==> config.mk <==
export PLATFORM = sky130hd
export DESIGN_NAME = cab_panel_sequencer_display
export DESIGN_NICKNAME = d
export VERILOG_FILES = /design/src/rtl/cps_pkg.sv /design/src/rtl/cab_panel_sequencer_display.sv
export SDC_FILE = /design/constraint.sdc
export NUM_CORES = 1
export LEC_CHECK = 0
export BUFFER_PORTS_ARGS = -buffer_cell sky130_fd_sc_hd__buf_4
export CAP_MARGIN = 20
export CORE_MARGIN = 3
export CORE_UTILIZATION = 45
export DETAILED_ROUTE_END_ITERATION = 12
export HOLD_SLACK_MARGIN = 0.02
export SETUP_SLACK_MARGIN = 0.02
export SLEW_MARGIN = 10
export SYNTH_ARGS = -nofsm -noshare
export SYNTH_HDL_FRONTEND = slang
export SYNTH_SLANG_ARGS = --single-unit
==> constraint.sdc <==
create_clock -name clk_i -period 13.42 [get_ports clk_i]
set_clock_uncertainty 0.1 [all_clocks]
set_input_delay 2.684 -clock clk_i [delete_from_list [all_inputs] [get_ports clk_i]]
set_output_delay 2.684 -clock clk_i [all_outputs]
set_load 0.01 [all_outputs]
==> src/rtl/cps_pkg.sv <==
// Shared types and constants for the cab panel start-up sequencer and display.
// Holds the transaction payload structs, register indexes and segment patterns.
// No dependencies.
package cps_pkg;

  // Register indexes on the configuration port (byte address / 4)
  localparam logic [2:0] REG_SPEED_LIMIT   = 3'd0;
  localparam logic [2:0] REG_SPEED_MARGIN  = 3'd1;
  localparam logic [2:0] REG_FIRST_MSG     = 3'd2;
  localparam logic [2:0] REG_BLANK_GAP     = 3'd3;
  localparam logic [2:0] REG_SECOND_MSG    = 3'd4;
  localparam logic [2:0] REG_LAMP_TEST     = 3'd5;
  localparam logic [2:0] REG_SWEEP_PERIOD  = 3'd6;

  // Register reset values
  localparam logic [8:0]  SPEED_LIMIT_RST  = 9'd0;
  localparam logic [5:0]  SPEED_MARGIN_RST = 6'd5;
  localparam logic [15:0] FIRST_MSG_RST    = 16'd2000;
  localparam logic [15:0] BLANK_GAP_RST    = 16'd2000;
  localparam logic [15:0] SECOND_MSG_RST   = 16'd2000;
  localparam logic [15:0] LAMP_TEST_RST    = 16'd3000;
  localparam logic [7:0]  SWEEP_PERIOD_RST = 8'd2;

  // Characters per message
  localparam int unsigned MsgLen = 6;

  // Message currently loaded into the display
  typedef enum logic [1:0] {
    MSG_BLANK  = 2'd0,
    MSG_FIRST  = 2'd1,
    MSG_SECOND = 2'd2,
    MSG_TEST   = 2'd3
  } msg_e;

  // Seven-segment patterns, bit0 A .. bit6 G, bit7 dot
  localparam logic [7:0] TEXT_FIRST  [MsgLen] = '{8'h73, 8'h77, 8'h00, 8'h66, 8'h3F, 8'h3F};
  localparam logic [7:0] TEXT_SECOND [MsgLen] = '{8'h3E, 8'h39, 8'h00, 8'h6D, 8'h06, 8'h5B};
  localparam logic [7:0] TEXT_TEST   [MsgLen] = '{8'h7F, 8'h7F, 8'h7F, 8'h7F, 8'h7F, 8'h7F};

  // Input transaction
  typedef struct packed {
    logic       panel_unlocked;
    logic       validate_on;
    logic [8:0] speed_reading;
  } cps_in_t;

  // Result transaction
  typedef struct packed {
    logic [2:0] mode;
    logic [5:0] digit_enable;
    logic [7:0] segment_lines;
    logic       blink_lamp;
    logic       urgency;
  } cps_out_t;

  // Segment pattern of one digit position of a message; blank beyond the text
  function automatic logic [7:0] seg_pattern(msg_e msg, logic [3:0] pos);
    logic [7:0] pat;
    pat = 8'h00;
    if (pos < 4'(MsgLen)) begin
      case (msg)
        MSG_FIRST:  pat = TEXT_FIRST[pos[2:0]];
        MSG_SECOND: pat = TEXT_SECOND[pos[2:0]];
        MSG_TEST:   pat = TEXT_TEST[pos[2:0]];
        default:    pat = 8'h00;
      endcase
    end
    return pat;
  endfunction

endpackage

==> src/rtl/cab_panel_sequencer_display.sv <==
// Cab panel start-up sequencer with a multiplexed seven-segment display driver.
// Top level: tick channel in, display/status channel out, register port.
// Depends on cps_pkg.
//
// Each input transaction is one 1 ms tick; the block returns exactly one result
// transaction per tick, in the cycle after acceptance, and takes a new tick every
// clock cycle while the result side keeps up. All per-tick work (sequencer step,
// lock check, lamp phase, digit sweep) is a single pass of logic that updates
// the state registers, which also serve as the result register; a finished
// result may wait at the output while the next tick is accepted in the cycle it
// is taken. Registers: 0 speed limit, 1 speed margin, 2 first message time,
// 3 blank gap time, 4 second message time, 5 lamp test time, 6 sweep period,
// at byte addresses 4*i; write them only while no tick is in flight.
module cab_panel_sequencer_display #(
  parameter int unsigned DIGIT_COUNT     = 6,
  parameter int unsigned BLINK_PERIOD_MS = 333
) (
  input  logic             clk_i,
  input  logic             rst_ni,
  // tick channel
  input  logic             in_valid_i,
  output logic             in_ready_o,
  input  cps_pkg::cps_in_t in_data_i,
  // result channel
  output logic             out_valid_o,
  input  logic             out_ready_i,
  output cps_pkg::cps_out_t out_data_o,
  // register port
  input  logic             psel,
  input  logic             penable,
  input  logic             pwrite,
  input  logic [4:0]       paddr,
  input  logic [31:0]      pwdata,
  output logic [31:0]      prdata,
  output logic             pready
);
  import cps_pkg::*;

  localparam int unsigned IdxW = (DIGIT_COUNT > 1) ? $clog2(DIGIT_COUNT) : 1;
  localparam int unsigned PhW  = $clog2(BLINK_PERIOD_MS);
  localparam logic [PhW-1:0]  PhaseLast = PhW'(BLINK_PERIOD_MS - 1);
  localparam logic [PhW-1:0]  PhaseHalf = PhW'(BLINK_PERIOD_MS / 2);
  localparam logic [IdxW-1:0] IdxLast   = IdxW'(DIGIT_COUNT - 1);

  typedef enum logic [2:0] {
    MODE_OFF      = 3'd0,
    MODE_FIRST    = 3'd1,
    MODE_BLANK    = 3'd2,
    MODE_SECOND   = 3'd3,
    MODE_LAMPTEST = 3'd4,
    MODE_WAITVAL  = 3'd5,
    MODE_IDLE     = 3'd6,
    MODE_URGENCY  = 3'd7
  } mode_e;

  // Configuration registers
  logic [8:0]  speed_limit_q;
  logic [5:0]  speed_margin_q;
  logic [15:0] first_msg_q;
  logic [15:0] blank_gap_q;
  logic [15:0] second_msg_q;
  logic [15:0] lamp_test_q;
  logic [7:0]  sweep_period_q;

  // Sequencer and display state
  mode_e          mode_q, mode_d;
  logic [15:0]    elapsed_q, elapsed_d;
  msg_e           msg_q, msg_d;
  logic [IdxW-1:0] idx_q, idx_d;
  logic           run_q, run_d;
  logic [7:0]     cnt_q, cnt_d;
  logic [5:0]     drive_q, drive_d;
  logic [7:0]     seg_q, seg_d;
  logic           blink_en_q, blink_en_d;
  logic [PhW-1:0] phase_q, phase_d;
  logic           level_q, level_d;
  logic           urg_q, urg_d;
  logic           out_valid_q;

  logic           accept;
  logic           cfg_write;
  logic [15:0]    duration;
  logic           time_up;
  logic [9:0]     speed_cap;
  logic [8:0]     cnt_inc;
  logic [IdxW-1:0] idx_next;
  logic [7:0]     next_pat;

  // Handshake: take a tick whenever the result slot is empty or being drained
  assign in_ready_o = !out_valid_q || out_ready_i;
  assign accept     = in_valid_i && in_ready_o;

  assign pready    = 1'b1;
  assign cfg_write = psel && penable && pwrite;

  // Register read-back
  always_comb begin
    case (paddr[4:2])
      REG_SPEED_LIMIT:  prdata = {23'd0, speed_limit_q};
      REG_SPEED_MARGIN: prdata = {26'd0, speed_margin_q};
      REG_FIRST_MSG:    prdata = {16'd0, first_msg_q};
      REG_BLANK_GAP:    prdata = {16'd0, blank_gap_q};
      REG_SECOND_MSG:   prdata = {16'd0, second_msg_q};
      REG_LAMP_TEST:    prdata = {16'd0, lamp_test_q};
      REG_SWEEP_PERIOD: prdata = {24'd0, sweep_period_q};
      default:          prdata = 32'd0;
    endcase
  end

  // Select the running step's duration
  always_comb begin
    case (mode_q)
      MODE_FIRST:    duration = first_msg_q;
      MODE_BLANK:    duration = blank_gap_q;
      MODE_SECOND:   duration = second_msg_q;
      MODE_LAMPTEST: duration = lamp_test_q;
      default:       duration = 16'd0;
    endcase
  end

  assign time_up   = (elapsed_q >= duration);
  assign speed_cap = {1'b0, speed_limit_q} + 10'(speed_margin_q);

  // One tick: sequencer, lock, lamp, then digit sweep
  always_comb begin
    mode_d     = mode_q;
    elapsed_d  = elapsed_q;
    msg_d      = msg_q;
    idx_d      = idx_q;
    run_d      = run_q;
    cnt_d      = cnt_q;
    drive_d    = drive_q;
    seg_d      = seg_q;
    blink_en_d = blink_en_q;
    level_d    = level_q;
    urg_d      = urg_q;
    cnt_inc    = 9'd0;
    idx_next   = '0;
    next_pat   = 8'h00;

    // advance the start-up sequence
    case (mode_q)
      MODE_OFF: begin
        if (in_data_i.panel_unlocked) begin
          msg_d      = MSG_FIRST;
          run_d      = 1'b1;
          cnt_d      = 8'd0;
          blink_en_d = 1'b1;
          mode_d     = MODE_FIRST;
          elapsed_d  = 16'd0;
        end
      end
      MODE_FIRST, MODE_BLANK, MODE_SECOND, MODE_LAMPTEST: begin
        if (time_up) begin
          elapsed_d = 16'd0;
          case (mode_q)
            MODE_FIRST: begin
              msg_d   = MSG_BLANK;
              drive_d = 6'd0;
              seg_d   = 8'h00;
              run_d   = 1'b0;
              mode_d  = MODE_BLANK;
            end
            MODE_BLANK: begin
              msg_d  = MSG_SECOND;
              run_d  = 1'b1;
              cnt_d  = 8'd0;
              mode_d = MODE_SECOND;
            end
            MODE_SECOND: begin
              msg_d      = MSG_TEST;
              run_d      = 1'b1;
              cnt_d      = 8'd0;
              blink_en_d = 1'b1;
              mode_d     = MODE_LAMPTEST;
            end
            default: begin
              msg_d   = MSG_BLANK;
              drive_d = 6'd0;
              seg_d   = 8'h00;
              run_d   = 1'b0;
              mode_d  = MODE_WAITVAL;
            end
          endcase
        end else begin
          elapsed_d = elapsed_q + 16'd1;
        end
      end
      MODE_WAITVAL: begin
        if (in_data_i.validate_on) begin
          mode_d = MODE_IDLE;
        end
      end
      MODE_IDLE: begin
        if ({1'b0, in_data_i.speed_reading} > speed_cap) begin
          urg_d  = 1'b1;
          mode_d = MODE_URGENCY;
        end
      end
      default: begin
        mode_d = mode_q;
      end
    endcase

    // force off when the panel is locked
    if (!in_data_i.panel_unlocked) begin
      msg_d      = MSG_BLANK;
      drive_d    = 6'd0;
      seg_d      = 8'h00;
      run_d      = 1'b0;
      blink_en_d = 1'b0;
      mode_d     = MODE_OFF;
    end

    // sample the lamp phase while blinking
    if (blink_en_d) begin
      level_d = (phase_q > PhaseHalf);
    end

    // step the digit multiplexer
    if (run_d) begin
      cnt_inc = {1'b0, cnt_d} + 9'd1;
      if (cnt_inc >= {1'b0, sweep_period_q}) begin
        cnt_d    = 8'd0;
        drive_d  = 6'd0;
        idx_next = (idx_q == IdxLast) ? '0 : idx_q + 1'b1;
        idx_d    = idx_next;
        next_pat = seg_pattern(msg_d, 4'(idx_next));
        if (next_pat != 8'h00) begin
          seg_d = next_pat;
          for (int k = 0; k < 6; k++) begin
            drive_d[k] = (4'(idx_next) == 4'(k));
          end
        end
      end else begin
        cnt_d = cnt_inc[7:0];
      end
    end
  end

  // Free-running lamp phase
  assign phase_d = (phase_q == PhaseLast) ? '0 : phase_q + 1'b1;

  // Hold configuration
  always_ff @(posedge clk_i or negedge rst_ni) begin
    if (!rst_ni) begin
      speed_limit_q  <= SPEED_LIMIT_RST;
      speed_margin_q <= SPEED_MARGIN_RST;
      first_msg_q    <= FIRST_MSG_RST;
      blank_gap_q    <= BLANK_GAP_RST;
      second_msg_q   <= SECOND_MSG_RST;
      lamp_test_q    <= LAMP_TEST_RST;
      sweep_period_q <= SWEEP_PERIOD_RST;
    end else if (cfg_write) begin
      case (paddr[4:2])
        REG_SPEED_LIMIT:  speed_limit_q  <= pwdata[8:0];
        REG_SPEED_MARGIN: speed_margin_q <= pwdata[5:0];
        REG_FIRST_MSG:    first_msg_q    <= pwdata[15:0];
        REG_BLANK_GAP:    blank_gap_q    <= pwdata[15:0];
        REG_SECOND_MSG:   second_msg_q   <= pwdata[15:0];
        REG_LAMP_TEST:    lamp_test_q    <= pwdata[15:0];
        REG_SWEEP_PERIOD: sweep_period_q <= pwdata[7:0];
        default: begin
          sweep_period_q <= sweep_period_q;
        end
      endcase
    end
  end

  // Hold state and the result; update on every accepted tick
  always_ff @(posedge clk_i or negedge rst_ni) begin
    if (!rst_ni) begin
      mode_q      <= MODE_OFF;
      elapsed_q   <= 16'd0;
      msg_q       <= MSG_BLANK;
      idx_q       <= '0;
      run_q       <= 1'b0;
      cnt_q       <= 8'd0;
      drive_q     <= 6'd0;
      seg_q       <= 8'h00;
      blink_en_q  <= 1'b0;
      phase_q     <= '0;
      level_q     <= 1'b0;
      urg_q       <= 1'b0;
      out_valid_q <= 1'b0;
    end else begin
      if (accept) begin
        mode_q     <= mode_d;
        elapsed_q  <= elapsed_d;
        msg_q      <= msg_d;
        idx_q      <= idx_d;
        run_q      <= run_d;
        cnt_q      <= cnt_d;
        drive_q    <= drive_d;
        seg_q      <= seg_d;
        blink_en_q <= blink_en_d;
        phase_q    <= phase_d;
        level_q    <= level_d;
        urg_q      <= urg_d;
      end
      if (accept) begin
        out_valid_q <= 1'b1;
      end else if (out_ready_i) begin
        out_valid_q <= 1'b0;
      end
    end
  end

  // Drive the result from the state registers
  assign out_valid_o              = out_valid_q;
  assign out_data_o.mode          = mode_q;
  assign out_data_o.digit_enable  = drive_q;
  assign out_data_o.segment_lines = seg_q;
  assign out_data_o.blink_lamp    = level_q;
  assign out_data_o.urgency       = urg_q;

endmodule

==> summary.txt <==
Finish
  • Most common cell after layout, fill and taps aside: dfrtp_1
  • Final design utilization: between 50% and 60%
  • Non-filler cells, final: around 1200
  • Cell area after layout: between 10000 and 15000 um2
  • # diodes: 0
  • Synth-to-Final Area Change: 14.1%
  • Fraction of layout cells with a size suffix above 1: roughly a quarter
  • Layout net count: ~1100
  • Commonest cells after routing, fill and taps aside: 119 x dfrtp_1, 85 x mux2_2, 82 x buf_4

Clock network
  • H-tree depth: 4
  • Worst-skew pair later-pin latency: 0.43 ns
  • TritonCTS clock tree: built
  • CTS buffer count: 17
  • Bufs on Longest Clock Path: 2
  • CTS clk-pin slew, worst paths: approximately 0.060 ns
  • Hold Buf Count CTS: 0
  • Clk sink count: 147
  • Clock root cell: clkbuf_16
  • Post-CTS sizing: 0
  • # Post-CTS Setup Buffers: 0

Logic synthesis
  • Sequential-to-total area share from yosys stat: between 40% and 50%
  • Mapped Area: slightly above 9000 um2
  • Ys Warns: 0
  • Synth area leader: dfrtp_1
  • Post-Syn Area per Cell: approximately 9.9 um2
  • Post-synth EDFFs: 0
  • Ys async rst share: 100%
  • Prevailing post-synth register cell: dfrtp_1
  • Top cell type's share of synthesized area: approximately 33%
  • Yosys cell types: 69
  • Synth top area cells: dfrtp_1 33%, mux2_2 11%, dfstp_2 8.1%
  • #FFs+latches synth: between 100 and 150
  • Cells after synthesis: 912

Critical path
  • Critical Path Source: paddr[4]
  • RR Startpoint: mode_q[1]
  • Worst Path Buf+Inv: 4
  • Arrival time at the worst endpoint: about 4.3 ns
  • Critical Path Slowest Stage Cell: nor2_1
  • Setup CP Type: primary input to output pin
  • Crit-path max cell delay: 0.29 ns
  • Critical path cell sequence: buf_4, inv_1, nor2_1, buf_4, a22oi_1, a21oi_1, buf_4
  • Crit path max fanout: 25
  • Crit. End Element: output pin
  • Startpoint Class: primary input
  • Crit path required time: 10.64 ns
  • CP most frequent cell: buf_4
  • Cell family with most CP delay: buffers and inverters

STA
  • Rel. slew slack: between 30% and 40%
  • Max-slew violations: 0
  • Hold slack: roughly 0.4 ns
  • Final hold vios: 0
  • # setup viols final: 0
  • Unrepaired setup endpoints after global routing: no
  • Least-Margin Pin Slew: 1.04 ns
  • Max Fclk: ~140 MHz
  • Min Tclk post-route: a little over 7 ns
  • Final period utilization: a little over half
  • Setup tns final: 0 ns

Floorplan
  • Die Wd: 148 um
  • Row count: just over 50
  • Initial core utilization: 46.2%
  • Die height: 148 um
  • Core Region: ~20000 um2
  • I/O pin cnt: roughly 110
  • DIE AREA: between 20000 and 25000 um2

Drt
  • Post-route ant nets: 0
  • Via count: approximately 7200
  • DRT iter0 DRCs: about 520
  • Drt pass-1 iters: 5
  • # DRC: 0
  • Avg WL per Cell: between 15 and 20 um
  • Vias per cell: approximately 5.8
  • Total wire length: 22400 um

Power and ir drop
  • Max IR drop VDD: about 88 uV
  • PwrDens: between 150 and 200 nW/um2
  • Pleak: 4.66 nW

Global route
  • Largest net degree at the start of global routing: 90
  • GRT overflow: 0
  • First-pass GRT wire length: roughly 37000 um
  • Gr usage total: a little over a fifth
  • Initial antenna violation count: 0
  • Vias in the first global route: between 6000 and 7000

Placement
  • Port Buffer Count: 73
  • Gpl congestion: around 0.85
  • Placed instance area: about 9800 um2
  • Placed Instances: around 1200
  • Detailed placement HPWL: ~16000 um

Status
  • Status: finished, final reports clean

Hold path
  • Hold WC Path Type: flip-flop to flip-flop
  • Hold_sp: urg_q

Job
  • Max-cap check violation count: 0
-- sequential cells by signal (all words and copies together) (netlist names), 2 cells and up --
| signal | cells |
|---|---|
| blank_gap_q | 16 |
| speed_margin_q | 6 |
| sweep_period_q | 8 |
| lamp_test_q | 16 |
| drive_q | 6 |
| mode_q | 3 |
| seg_q | 8 |
| phase_q | 9 |
| msg_q | 2 |
| cnt_q | 8 |
| elapsed_q | 16 |
| first_msg_q | 16 |
| second_msg_q | 16 |
| idx_q | 3 |
| speed_limit_q | 9 |
-- routing by layer --
metal  track usage, %  up-vias  part of all wire, %
met5                0        -                    0
met4             4.90        0                 0.89
met3             3.68       16                  4.1
met2             33.2      181                   47
met1             30.1     3538                   48
li1                 -     3460                    -
-- kinds of logic after synthesis --
kind of cell             after synthesis  share of synthesized area, %
AO/OA/AOI/OAI                        252                          19.1
other                                  2                        0.0829
flip-flops                           147                          41.0
XOR/XNOR                              22                          2.13
buffers and inverters                 91                          4.68
multiplexers                         100                          12.6
AND/OR/NAND/NOR                      247                          13.3
adder cells (fa/ha/maj)               51                          7.13
-- stage by stage --
step / total power [mW] / setup slack, ns
6_report: 1.81 / 6.36
5_1_grt: 1.94 / 5.86
4_1_cts: 1.82 / 5.96
3_5_place_dp: 1.36 / 5.96
3_3_place_gp: 1.35 / 5.99
2_1_floorplan: 1.15 / 6.60
-- cell usage after synthesis (7+ instances only) --
cell type and n:
a21o_1 11, a21oi_1 47, a221oi_1 27, a22o_1 24
a22oi_1 12, a31oi_1 8, and3_1 14, buf_4 20
clkbuf_1 36, dfrtp_1 119, dfstp_2 28, ha_1 50
inv_1 31, mux2_2 85, mux2i_1 11, nand2_1 75
nand2b_1 7, nand3_1 16, nand4_1 13, nor2_1 69
nor2b_1 14, nor3_1 17, o211ai_1 11, o21ai_0 64
xnor2_1 11, xor2_1 11
-- report_power, final --
group	total [mW]	internal, mW	switching [mW]
sequential	0.621	0.537	0.0838
combinational	0.730	0.304	0.426
clock	0.456	0.255	0.200
total	1.81	1.10	0.710
-- path summary, 6_finish.rpt --
kind                               to  slack (ns)  cells after the start
max                        prdata[15]        6.36                      7
min                             urg_q        0.39                      1
max reg2reg                  cnt_q[6]        6.40                     27
min reg2reg                     urg_q        0.39                      1
max in group asynchronous  drive_q[5]        9.75                      2
min in group asynchronous  drive_q[2]        2.22                      1
-- layout make-up --
class / count / area, um2
Fill cell: 1825 / 9260
Multi-Input combinational cell: 689 / 4980
Sequential cell: 147 / 3710
Timing Repair Buffer: 83 / 627
Clock buffer: 17 / 425
Tap cell: 265 / 332
Clock inverter: 15 / 135
Inverter: 31 / 116
(Power assumes the default switching activity.)
